[src/design/ppg_slope_smoothing_filter_assert.svh]
//------------------------------------------------------------------------------
// ppg_slope_smoothing_filter_assert.svh
// Assertion macros shared by the slope smoothing filter modules.
//------------------------------------------------------------------------------
`ifndef PPG_SLOPE_SMOOTHING_FILTER_ASSERT_SVH
`define PPG_SLOPE_SMOOTHING_FILTER_ASSERT_SVH

// Same-cycle implication, sampled on clk, off during rst.
`define PSSF_ASSERT_NOW(label, ante, cons, msg) \
  label: assert property (@(posedge clk) disable iff (rst) (ante) |-> (cons)) \
    else $error(msg);

// Next-cycle implication, sampled on clk, off during rst.
`define PSSF_ASSERT_NEXT(label, ante, cons, msg) \
  label: assert property (@(posedge clk) disable iff (rst) (ante) |=> (cons)) \
    else $error(msg);

`endif

[src/design/pssf_pkg.sv]
//------------------------------------------------------------------------------
// pssf_pkg
// Types, register codes and constants of the slope smoothing filter.
//------------------------------------------------------------------------------
package pssf_pkg;

  localparam int FRAC_BITS_DEF   = 8;
  localparam int SAMPLE_BITS_DEF = 16;

  localparam int RAW_W       = 16;
  localparam int LEVEL_OUT_W = 24;
  localparam int GAIN_W      = 8;
  localparam int GAIN_SHIFT  = 8;
  localparam int LIMIT_W     = 15;

  localparam int APB_ADDR_W = 4;
  localparam int APB_DATA_W = 32;

  localparam logic [GAIN_W-1:0]  SLOPE_GAIN_RST   = 8'd46;
  localparam logic [GAIN_W-1:0]  DECAY_GAIN_RST   = 8'd205;
  localparam logic [LIMIT_W-1:0] OUTPUT_LIMIT_RST = 15'd500;

  typedef enum logic [1:0] {
    REG_SLOPE_GAIN   = 2'd0,
    REG_DECAY_GAIN   = 2'd1,
    REG_OUTPUT_LIMIT = 2'd2
  } reg_idx_t;

  typedef struct packed {
    logic [GAIN_W-1:0]  slope_gain;
    logic [GAIN_W-1:0]  decay_gain;
    logic [LIMIT_W-1:0] output_limit;
  } cfg_t;

  typedef struct packed {
    logic sample_fire;
    logic level_fire;
  } lane_ctl_t;

  typedef struct packed {
    logic             sample_valid;
    logic [RAW_W-1:0] raw_infrared;
    logic [RAW_W-1:0] raw_red;
  } tick_t;

  typedef struct packed {
    logic signed [LEVEL_OUT_W-1:0] infrared_level;
    logic signed [LEVEL_OUT_W-1:0] red_level;
  } result_t;

endpackage

[src/design/ppg_slope_smoothing_filter.sv]
//------------------------------------------------------------------------------
// ppg_slope_smoothing_filter
// Two-channel slope smoothing and leaky level filter for infrared/red samples.
//------------------------------------------------------------------------------
// Each accepted tick transfer yields exactly one result transfer carrying both
// levels. The infrared and red channels run as two identical lanes side by
// side, and an output register merges their levels into one result. A tick
// enters on acceptance, where each lane updates its slope and last sample;
// once the output register is free, the lanes fold that slope into their
// level (add, multiply by the decay gain, clamp) and the result is registered.
// A new tick is taken every cycle while results drain, unless result_stall
// holds the output register full. The level feedback loop, one add, one
// 8-bit gain multiply and one clamp, and the single output register set
// that rate: when result_stall holds the output register full, the pending
// level update waits and tick_stall rises. Gains are unsigned 0.8 fractions;
// products are truncated toward zero so a level with zero slope leaks to zero.
// Registers sit at byte addresses 0 (slope_gain), 4 (decay_gain) and 8
// (output_limit, whole units); write them only while the filter is idle.
//------------------------------------------------------------------------------
module ppg_slope_smoothing_filter import pssf_pkg::*; #(
  parameter int FRAC_BITS   = FRAC_BITS_DEF,
  parameter int SAMPLE_BITS = SAMPLE_BITS_DEF
) (
  input  logic                  clk,
  input  logic                  rst,
  input  logic                  tick_valid,
  output logic                  tick_stall,
  input  tick_t                 tick_data,
  output logic                  result_valid,
  input  logic                  result_stall,
  output result_t               result_data,
  input  logic                  psel,
  input  logic                  penable,
  input  logic                  pwrite,
  input  logic [APB_ADDR_W-1:0] paddr,
  input  logic [APB_DATA_W-1:0] pwdata,
  output logic [APB_DATA_W-1:0] prdata,
  output logic                  pready
);

  localparam int LEVEL_W = LIMIT_W + FRAC_BITS + 1;

  cfg_t                      cfg;
  logic                      pending;
  logic                      tick_fire;
  logic                      level_fire;
  logic                      out_free;
  logic                      cfg_write;
  reg_idx_t                  reg_idx;
  lane_ctl_t                 infrared_ctl;
  lane_ctl_t                 red_ctl;
  logic signed [LEVEL_W-1:0] infrared_level_next;
  logic signed [LEVEL_W-1:0] red_level_next;

  // Register file: write in the access phase, read back combinationally.
  assign pready    = 1'b1;
  assign cfg_write = psel && penable && pwrite && pready;
  assign reg_idx   = reg_idx_t'(paddr[APB_ADDR_W-1:2]);

  always_ff @(posedge clk) begin
    if (rst) begin
      cfg.slope_gain   <= SLOPE_GAIN_RST;
      cfg.decay_gain   <= DECAY_GAIN_RST;
      cfg.output_limit <= OUTPUT_LIMIT_RST;
    end else if (cfg_write) begin
      case (reg_idx)
        REG_SLOPE_GAIN:   cfg.slope_gain   <= pwdata[GAIN_W-1:0];
        REG_DECAY_GAIN:   cfg.decay_gain   <= pwdata[GAIN_W-1:0];
        REG_OUTPUT_LIMIT: cfg.output_limit <= pwdata[LIMIT_W-1:0];
        default: begin
          // drop writes to unmapped addresses
        end
      endcase
    end
  end

  always_comb begin
    case (reg_idx)
      REG_SLOPE_GAIN:   prdata = APB_DATA_W'(cfg.slope_gain);
      REG_DECAY_GAIN:   prdata = APB_DATA_W'(cfg.decay_gain);
      REG_OUTPUT_LIMIT: prdata = APB_DATA_W'(cfg.output_limit);
      default:          prdata = '0;
    endcase
  end

  // Two-step flow: pending marks a tick whose slope is in, level not yet.
  // Hold new ticks only while that level update cannot reach the output.
  assign level_fire = pending && out_free;
  assign tick_stall = pending && !out_free;
  assign tick_fire  = tick_valid && !tick_stall;

  always_ff @(posedge clk) begin
    if (rst) begin
      pending <= 1'b0;
    end else begin
      pending <= tick_fire || (pending && !level_fire);
    end
  end

  assign infrared_ctl.sample_fire = tick_fire && tick_data.sample_valid;
  assign infrared_ctl.level_fire  = level_fire;
  assign red_ctl.sample_fire      = tick_fire && tick_data.sample_valid;
  assign red_ctl.level_fire       = level_fire;

  pssf_lane #(
    .FRAC_BITS   (FRAC_BITS),
    .SAMPLE_BITS (SAMPLE_BITS)
  ) u_lane_infrared (
    .clk        (clk),
    .rst        (rst),
    .cfg        (cfg),
    .ctl        (infrared_ctl),
    .raw        (tick_data.raw_infrared),
    .level_next (infrared_level_next)
  );

  pssf_lane #(
    .FRAC_BITS   (FRAC_BITS),
    .SAMPLE_BITS (SAMPLE_BITS)
  ) u_lane_red (
    .clk        (clk),
    .rst        (rst),
    .cfg        (cfg),
    .ctl        (red_ctl),
    .raw        (tick_data.raw_red),
    .level_next (red_level_next)
  );

  // Merge both lane levels into the registered result transfer.
  pssf_merge #(
    .LEVEL_W (LEVEL_W)
  ) u_merge (
    .clk            (clk),
    .rst            (rst),
    .level_fire     (level_fire),
    .infrared_level (infrared_level_next),
    .red_level      (red_level_next),
    .result_stall   (result_stall),
    .result_valid   (result_valid),
    .result_data    (result_data),
    .out_free       (out_free)
  );

`include "ppg_slope_smoothing_filter_assert.svh"

`PSSF_ASSERT_NEXT(a_tick_sets_pending, tick_valid && !tick_stall, pending, "accepted tick left no pending level update")
`PSSF_ASSERT_NEXT(a_level_makes_result, level_fire, result_valid, "level update produced no result")

endmodule

[src/design/pssf_lane.sv]
//------------------------------------------------------------------------------
// pssf_lane
// One channel: slope estimate from sample differences, leaky clamped level.
//------------------------------------------------------------------------------
module pssf_lane import pssf_pkg::*; #(
  parameter int FRAC_BITS   = FRAC_BITS_DEF,
  parameter int SAMPLE_BITS = SAMPLE_BITS_DEF,
  localparam int LEVEL_W    = LIMIT_W + FRAC_BITS + 1
) (
  input  logic                      clk,
  input  logic                      rst,
  input  cfg_t                      cfg,
  input  lane_ctl_t                 ctl,
  input  logic [RAW_W-1:0]          raw,
  output logic signed [LEVEL_W-1:0] level_next
);

  localparam int SLOPE_W   = SAMPLE_BITS + FRAC_BITS + 1;
  localparam int RAW_EXT_W = (SAMPLE_BITS > RAW_W) ? SAMPLE_BITS : RAW_W;
  localparam int ERR_W     = SLOPE_W + 1;
  localparam int SSUM_W    = SLOPE_W + 2;
  localparam int LSUM_W    = ((LEVEL_W > SLOPE_W) ? LEVEL_W : SLOPE_W) + 1;
  localparam int BOUND_W   = LIMIT_W + FRAC_BITS;
  localparam logic signed [SSUM_W-1:0] SLOPE_MAX =
    SSUM_W'((longint'(1) << (SAMPLE_BITS + FRAC_BITS)) - longint'(1));

  logic [SAMPLE_BITS-1:0]           last;
  logic signed [SLOPE_W-1:0]        slope;
  logic signed [LEVEL_W-1:0]        level;

  logic [RAW_EXT_W-1:0]             raw_ext;
  logic [SAMPLE_BITS-1:0]           raw_s;
  logic signed [SAMPLE_BITS:0]      delta;
  logic signed [SLOPE_W-1:0]        diff;
  logic signed [ERR_W-1:0]          err;
  logic [ERR_W-1:0]                 err_mag;
  logic [ERR_W+GAIN_W-1:0]          err_prod;
  logic [ERR_W-1:0]                 err_q;
  logic signed [SSUM_W-1:0]         err_scaled;
  logic signed [SSUM_W-1:0]         slope_sum;
  logic signed [SSUM_W-1:0]         slope_clamped;
  logic signed [SLOPE_W-1:0]        slope_next;

  logic signed [LSUM_W-1:0]         lsum;
  logic [LSUM_W-1:0]                lmag;
  logic [LSUM_W+GAIN_W-1:0]         lprod;
  logic [LSUM_W-1:0]                lq;
  logic signed [LSUM_W:0]           lscaled;
  logic [BOUND_W-1:0]               bound;
  logic signed [LSUM_W:0]           bound_s;
  logic signed [LSUM_W:0]           lclamped;

  // Slope path: diff in fixed point, leaky average, truncate toward zero.
  assign raw_ext = RAW_EXT_W'(raw);
  assign raw_s   = raw_ext[SAMPLE_BITS-1:0];
  assign delta   = $signed({1'b0, raw_s}) - $signed({1'b0, last});
  assign diff    = $signed({delta, {FRAC_BITS{1'b0}}});
  assign err     = ERR_W'(diff) - ERR_W'(slope);
  assign err_mag = err[ERR_W-1] ? ERR_W'(-err) : ERR_W'(err);
  assign err_prod = (ERR_W+GAIN_W)'(err_mag) * (ERR_W+GAIN_W)'(cfg.slope_gain);
  assign err_q   = err_prod[ERR_W+GAIN_W-1:GAIN_SHIFT];
  assign err_scaled = err[ERR_W-1] ? -$signed(SSUM_W'(err_q)) : $signed(SSUM_W'(err_q));
  assign slope_sum  = SSUM_W'(slope) + err_scaled;

  always_comb begin
    if (slope_sum > SLOPE_MAX) begin
      slope_clamped = SLOPE_MAX;
    end else if (slope_sum < -SLOPE_MAX) begin
      slope_clamped = -SLOPE_MAX;
    end else begin
      slope_clamped = slope_sum;
    end
  end
  assign slope_next = slope_clamped[SLOPE_W-1:0];

  // Level path: integrate slope, leak, clamp to the limit.
  assign lsum  = LSUM_W'(level) + LSUM_W'(slope);
  assign lmag  = lsum[LSUM_W-1] ? LSUM_W'(-lsum) : LSUM_W'(lsum);
  assign lprod = (LSUM_W+GAIN_W)'(lmag) * (LSUM_W+GAIN_W)'(cfg.decay_gain);
  assign lq    = lprod[LSUM_W+GAIN_W-1:GAIN_SHIFT];
  assign lscaled = lsum[LSUM_W-1] ? -$signed((LSUM_W+1)'(lq)) : $signed((LSUM_W+1)'(lq));
  assign bound   = {cfg.output_limit, {FRAC_BITS{1'b0}}};
  assign bound_s = $signed((LSUM_W+1)'(bound));

  always_comb begin
    if (lscaled > bound_s) begin
      lclamped = bound_s;
    end else if (lscaled < -bound_s) begin
      lclamped = -bound_s;
    end else begin
      lclamped = lscaled;
    end
  end
  assign level_next = lclamped[LEVEL_W-1:0];

  always_ff @(posedge clk) begin
    if (rst) begin
      last  <= '0;
      slope <= '0;
      level <= '0;
    end else begin
      if (ctl.sample_fire) begin
        if (raw_s != last) begin
          slope <= slope_next;
        end
        last <= raw_s;
      end
      if (ctl.level_fire) begin
        level <= level_next;
      end
    end
  end

`include "ppg_slope_smoothing_filter_assert.svh"

`PSSF_ASSERT_NEXT(a_slope_holds, !ctl.sample_fire, $stable(slope), "slope moved without a sample")
`PSSF_ASSERT_NEXT(a_level_bounded, ctl.level_fire, (level <= $past(bound_s)) && (level >= -$past(bound_s)), "level outside clamp bound")

endmodule

[src/design/pssf_merge.sv]
//------------------------------------------------------------------------------
// pssf_merge
// Output register: packs both lane levels into one result transfer.
//------------------------------------------------------------------------------
module pssf_merge import pssf_pkg::*; #(
  parameter int LEVEL_W = LIMIT_W + FRAC_BITS_DEF + 1
) (
  input  logic                      clk,
  input  logic                      rst,
  input  logic                      level_fire,
  input  logic signed [LEVEL_W-1:0] infrared_level,
  input  logic signed [LEVEL_W-1:0] red_level,
  input  logic                      result_stall,
  output logic                      result_valid,
  output result_t                   result_data,
  output logic                      out_free
);

  localparam int EXT_W = (LEVEL_W > LEVEL_OUT_W) ? LEVEL_W : LEVEL_OUT_W;

  logic signed [EXT_W-1:0] infrared_ext;
  logic signed [EXT_W-1:0] red_ext;

  assign infrared_ext = EXT_W'(infrared_level);
  assign red_ext      = EXT_W'(red_level);
  assign out_free     = !result_valid || !result_stall;

  always_ff @(posedge clk) begin
    if (rst) begin
      result_valid <= 1'b0;
    end else if (level_fire) begin
      result_valid <= 1'b1;
    end else if (!result_stall) begin
      result_valid <= 1'b0;
    end
  end

  always_ff @(posedge clk) begin
    if (level_fire) begin
      result_data.infrared_level <= infrared_ext[LEVEL_OUT_W-1:0];
      result_data.red_level      <= red_ext[LEVEL_OUT_W-1:0];
    end
  end

endmodule

[config.mk]
export PLATFORM = sky130hd
export DESIGN_NAME = ppg_slope_smoothing_filter
export DESIGN_NICKNAME = d
export VERILOG_FILES = /design/src/design/pssf_pkg.sv /design/src/design/ppg_slope_smoothing_filter.sv /design/src/design/pssf_lane.sv /design/src/design/pssf_merge.sv
export VERILOG_INCLUDE_DIRS = /design/src /design/src/design
export SDC_FILE = /design/constraint.sdc
export NUM_CORES = 2
export LEC_CHECK = 0
export BUFFER_PORTS_ARGS = -buffer_cell sky130_fd_sc_hd__clkbuf_2
export CAP_MARGIN = 20
export CORE_ASPECT_RATIO = 0.7
export CORE_MARGIN = 3
export CORE_UTILIZATION = 48
export DETAILED_ROUTE_END_ITERATION = 8
export PLACE_DENSITY_LB_ADDON = 0.12
export RECOVER_POWER = 25
export SLEW_MARGIN = 20
export SYNTH_ARGS = -nofsm -noshare
export SYNTH_HDL_FRONTEND = slang
export SYNTH_SLANG_ARGS = --single-unit
[constraint.sdc]
create_clock -name clk -period 32.7 [get_ports clk]
set_input_delay 1.635 -clock clk [delete_from_list [all_inputs] [get_ports clk]]
set_output_delay 1.635 -clock clk [all_outputs]
set_load 0.1 [all_outputs]
After elaboration in Yosys (flattened, before gate mapping)
Cells that the tools add are included.
Widths: inputs -> output; s select.

operators by class
  add/subtract/negate cells = 17
  multiply operators = 4
  magnitude comparators = 8
  eq/ne operators = 5
  muxes and demuxes = 19
  reduce and logical (&&, ||, !) cells = 20

operators by type and width
  operator              count
  $mul 26x8->34         4
  $mux 27               4
  $neg 26->27           4
  $mux 26               4
  $neg 26->26           4
  $mux 25               4
  $mux 24               4
  $add 25x27->27        2
  $gt 27x24->1          2
  $gt 27x25->1 const B  2
  $lt 27x25->1 const B  2
  $lt 27x27->1          2
  $add 24x25->26        2
  $sub 25x25->26        2
  $pmux 15 s3           1
  $sub 16x16->17        2
  $ne 16x16->1          2
  $neg 23->27           1
  $reduce_and 2->1      5
  $logic_and 1x1->1     7
  $logic_not 1->1       5
  $eq 2x1->1 const B    1
  $eq 2x2->1 const B    1
  $logic_not 2->1       1
  3 further kinds       5

storage, ports and cells
  register bits = 211
  input port bits = 76
  output and inout bits = 83
  logic and storage cells = 86

Depth between registers and ports, before layout
  depth in word-level cells = 11
  gate-level depth with buffers = 70
  depth with buffers taken out = 67

Hierarchy
From an unflattened synthesis, not the netlist that was laid out.

second synthesis, totals
  cell total of the unflattened synthesis = 6205
  area total of the unflattened synthesis = 50907.6 um^2

by module, submodules not included
  module                        instances  cells each  area an instance (um^2)  seq. area each (um^2)
  pssf_lane at u_lane_infrared  1          2978        23869.1                  1301.2
  pssf_lane at u_lane_red       1          2984        23812.8                  1301.2
  ppg_slope_smoothing_filter    1          191         1751.7                   640.6
  pssf_merge                    1          52          1473.9                   1461.4

Worst setup path after synthesis
Ideal clock, no wire load.

  path type = input -> register
  start point = input port tick_data[17] (netlist name)
  end point = register u_lane_infrared.slope[16]
  library setup time = 132 ps
  data arrival time = 14785 ps
  data required time = 32568 ps
  setup slack = 17783 ps
  cell stages on the path = 64
  buffers on the path = 6
  cells stage by stage = ha_1 -> nor2b_1 -> o21ai_0 -> a21boi_0 -> o21ai_0 -> a21boi_0 -> o21ai_0 -> a21boi_0 -> o21ai_0 -> a21boi_0 -> o21ai_0 -> a21boi_0 -> o21ai_0 -> nand2b_1 -> xor2_1 -> ha_1 -> clkbuf_1 -> nand4_1 -> [28 not listed] -> xnor2_1 -> ha_1 -> o21a_1 -> nor2_1 -> nor2b_1 -> nand3_1 -> a211oi_1 -> o311a_1 -> and4_1 -> a311oi_1 -> xnor2_1 -> or4_1 -> or4_1 -> or4_1 -> a41o_1 -> buf_2 -> a21oi_1 -> nor3_1

on the way
  cells in the longest elaborated chain, start to end = 11
  elaborated cells between the ends (all ways) = 14
  those cells by class = add/sub (5); mul (1); order compare (2); eq/ne (1); mux (4); reduce/logical (1)

RTL lines
  element               RTL line                          RTL
  from (decl)           ppg_slope_smoothing_filter.sv:28  input tick_t tick_data,
  $sub 16x16->17        pssf_lane.sv:56                   assign delta = $signed({1'b0, raw_s}) - $signed({1'b0, last});
  $sub 25x25->26        pssf_lane.sv:58                   assign err = ERR_W'(diff) - ERR_W'(slope);
  $neg 26->26           pssf_lane.sv:59                   assign err_mag = err[ERR_W-1] ? ERR_W'(-err) : ERR_W'(err);
  $mux 26               pssf_lane.sv:59
  $mul 26x8->34         pssf_lane.sv:60                   assign err_prod = (ERR_W+GAIN_W)'(err_mag) * (ERR_W+GAIN_W)'(cfg.slope_gain);
  $neg 26->27           pssf_lane.sv:62                   assign err_scaled = err[ERR_W-1] ? -$signed(SSUM_W'(err_q)) : $signed(SSUM_W'(err_q));
  $mux 27               pssf_lane.sv:62
  $add 25x27->27        pssf_lane.sv:63                   assign slope_sum = SSUM_W'(slope) + err_scaled;
  $lt 27x25->1          pssf_lane.sv:68                   end else if (slope_sum < -SLOPE_MAX) begin
  $mux 25               pssf_lane.sv:68
  $mux 25               pssf_lane.sv:66                   if (slope_sum > SLOPE_MAX) begin
  to (signal assigned)  pssf_lane.sv:104                  slope <= slope_next;
  to (decl)             pssf_lane.sv:28                   logic signed [SLOPE_W-1:0] slope;

Parallel ways exist; a longest one is shown, timed or not.
A chain may end at the register's enable or synchronous reset.

Worst setup path in the final report
  start point = input port tick_data[1] (netlist name)
  end point = register u_lane_red.slope[4]

on the way
  cells in the longest elaborated chain, start to end = 11
  elaborated cells between the ends (all ways) = 14
  those cells by class = add/sub (5); mul (1); order compare (2); eq/ne (1); mux (4); reduce/logical (1)

RTL lines
  element               RTL line
  $sub 16x16->17        pssf_lane.sv:56
  $sub 25x25->26        pssf_lane.sv:58
  $neg 26->26           pssf_lane.sv:59
  $mux 26               pssf_lane.sv:59
  $mul 26x8->34         pssf_lane.sv:60
  $neg 26->27           pssf_lane.sv:62
  $mux 27               pssf_lane.sv:62
  $add 25x27->27        pssf_lane.sv:63
  $lt 27x25->1          pssf_lane.sv:68
  $mux 25               pssf_lane.sv:68
  $mux 25               pssf_lane.sv:66
  to (signal assigned)  pssf_lane.sv:104
  to (decl)             pssf_lane.sv:28

Parallel ways exist; a longest one is shown, timed or not.

==> impl_results.md <==
* Synth Area in Compound Gates at 0.179
* Clk slew on worst S/H paths at 70 ps
* Clock buffer depth at 3
* Initial antenna violation count at 11
* Vias in the first global route at 42600
* Cell taking the most area after synthesis: fa_1
* Grt ovf at 0
* Crit path launch type: primary input
* Max incr delay on CP at 690 ps
* Setup crit start: tick_data[1]
* Cts-stage hold buffer count at 0
* Worst-case reg-to-reg path depth at 62
* Clock Latency Late Sink at 610 ps
* Tcrit/Tclk final at 0.553
* Syn Inst Count at 6318
* YS warnings at 0
* First-pass GRT wire length at 245 mm
* Max Clk Rate at 55.3 MHz
* Flop-to-flop setup slack at 15360 ps
* Slowest cell on crit path: xor2_1
* PortBufs at 121
* Post-cts resize count at 0
* Die Span Y at 278 um
* Setup TNS at 0 ps
* Max Cap Viol at 4
* DR vias/cell at 5.76
* Most frequent cells in the layout: 691 x inv_1, 578 x fa_1, 576 x nand2_1, 451 x ha_1, 391 x nor2_1
* Worst setup path endpoint: u_lane_red.slope[4]
* Most frequent CP cell: o21ai_0
* Num CTS Buffers at 25
* I/O pin count at 159
* All-Layer GR Usage at 0.277
* FFs w/ async S/R, synth at 0
* Req. time, crit path at 33030 ps
* Mux share of post-synthesis cell area at 0.0116
* Initial cell density of the core at 0.486
* Crit path DAT at 18420 ps
* Crit path kind: in -> reg
* H-tree level count at 1
* Endpoint class of the critical path: flop
* Final Hold Fails at 0
* Synth Area in Adders at 0.339
* Tmin final at 18090 ps
* Final core utilization at 0.511
* Commonest register cell after synthesis: dfxtp_1
* Fillers at 10200
* Post-CTS setup buffer count at 0
* Hold_ws at 454 ps
* Commonest non-fill, non-tap cell in the layout: inv_1
* Synth Cell Area at 0.0508 sq mm
* Distinct cells, synth at 109
* Gr busiest metal: met1
* RSZ-0062 raised after global routing: no
* Outcome: finished, violations left
* Post-DP HPWL at 126 mm
* Tightest Pin Transition at 3690 ps
* Met1 GRT Util at 0.438
* M2 GR Usage at 0.398
* R2R Path End: u_lane_red.slope[4]
* Bufs and invs on worst path at 3
* Std-Cell Rows at 99
* Clock tree sinks at 211
* CTS tree: built
* Drc violations at 0
* Drt pass-1 iters at 6
* Avg WL per Cell at 19.9 um
* Root cell of the clock tree: clkbuf_16
* Critical path's top delay family: compound AO/OA/AOI/OAI gates
* Largest net degree at the start of global routing at 71
* Synth Area per Inst at 8.05 sq um
* Synth area leaders: fa_1 23%, ha_1 11%, dfxtp_1 6.4%, inv_1 5.1%, xnor2_1 4.6%
* Share of cells above drive strength 1 at 0.0523
* Die Span X at 395 um
* Final WL at 153 mm
* Simple-gate share of the synthesized area at 0.231
* Initial DRC Count at 3500
* Total number of vias at 44300
* Main combinational cell family by area after synthesis: adder cells
* Final setup violating endpoints at 0
* Post-synth top area share at 0.228
* Hold Path Class: reg -> reg
* Setup Skew at 43.1 ps
* Final slew viol count at 175
* CORE AREA at 0.105 sq mm
* Final ANT Viol Nets at 0
* Xor/xnor share of the synthesized area at 0.0727
* Relative slew margins at -1.46
* Hold path start: u_lane_red.last[9]
* Area grow syn2layout at 5.23%
* Synth Register Bits at 211
* Crit path max fanout at 22
* Sequential share of the synthesized area at 0.0925
* Final #Nets at 7354
* R2R Path Start: u_lane_red.last[1]
* Met3 usage at 0.0466
* Failing checks: capacitance limit, slew limit
* Post-synth EDFFs at 48
* Levels on crit path at 62
* Gpl congestion at 0.936
* Die ar. at 0.110 sq mm
==> final cells by class <==
class | instances | area, sq um | share of cell area
multi-input cells | 5136 | 42400 | 0.793
clock inverters | 17 | 235 | 0.00440
repair buffers | 183 | 1040 | 0.0195
inverters | 692 | 2600 | 0.0486
well taps | 1414 | 1770 | 0.0331
flip-flops and latches | 211 | 4720 | 0.0883
clock buffers | 29 | 672 | 0.0126
diodes | 5 | 12.5 | 0.000234
==> how the worst min path moves through the flow <==
stage | endpoint | slack (ps) | cells past startpoint
6_report | u_lane_red.last[9] | 450 | 2
5_1_grt | u_lane_infrared.last[5] | 470 | 2
4_1_cts | u_lane_red.last[12] | 450 | 2
3_5_place_dp | u_lane_red.last[12] | 450 | 2
3_3_place_gp | u_lane_red.last[13] | 440 | 2
2_1_floorplan | u_lane_infrared.last[10] | 440 | 2
==> tightest hold or removal path, stage by stage, from the launching register on <==
cell and delay, ps:
dfxtp_1 310, nand2_1 50, a21oi_1 50
==> registers in the layout, indices dropped and copies added, names as in the netlist <==
name,count
u_lane_infrared.slope,25
u_lane_red.last,16
u_merge.result_data,48
u_lane_red.level,24
u_lane_red.slope,25
u_lane_infrared.last,16
u_lane_infrared.level,24
pending,1
u_merge.result_valid,1
cfg,31
==> kinds of logic (layout without fill, tap and decap cells) <==
family	after synthesis	in the layout
other cells	2	23
flops	211	211
simple gates	2268	2268
buf+inv	987	921
fa+ha+maj	1029	1029
compound gates	1346	1346
xor+xnor	417	417
mux	58	58
==> Yosys cell counts, drive strengths merged (43+ instances only) <==
library cell,instances
or3,43
a31oi,63
nand2,576
o21ai,208
dfxtp,163
nor2b,298
a211oi,58
a21oi,366
nand3,97
or2,46
clkbuf,243
nand2b,115
nor3,129
and2,330
fa,578
nand4,70
o21bai,52
buf,52
xor2,148
nor2,393
xnor2,266
edfxtp,48
o31ai,51
ha,451
inv,692
mux2i,51
o21a,68
a21o,211
and3,45
==> per-stage QoR <==
stage | instance area [sq um] | std cells | setup slack (ps)
finish | 53500 | 7687 | 14610
global route | 53500 | 7682 | 13300
CTS | 53500 | 7682 | 14980
detailed placement | 52600 | 7636 | 14420
global placement | 52600 | 7636 | 14510
floorplan | 50900 | 6334 | 17780
==> routing by layer <==
layer,routed length (um),share of wire
met1,76200,0.50
met2,62100,0.40
met3,12700,0.083
met4,2250,0.015
met5,41,0.00027
Power is left out: the tool's default activity adds up to more than one toggle a clock period on the data nets, which glitch-free logic cannot reach.
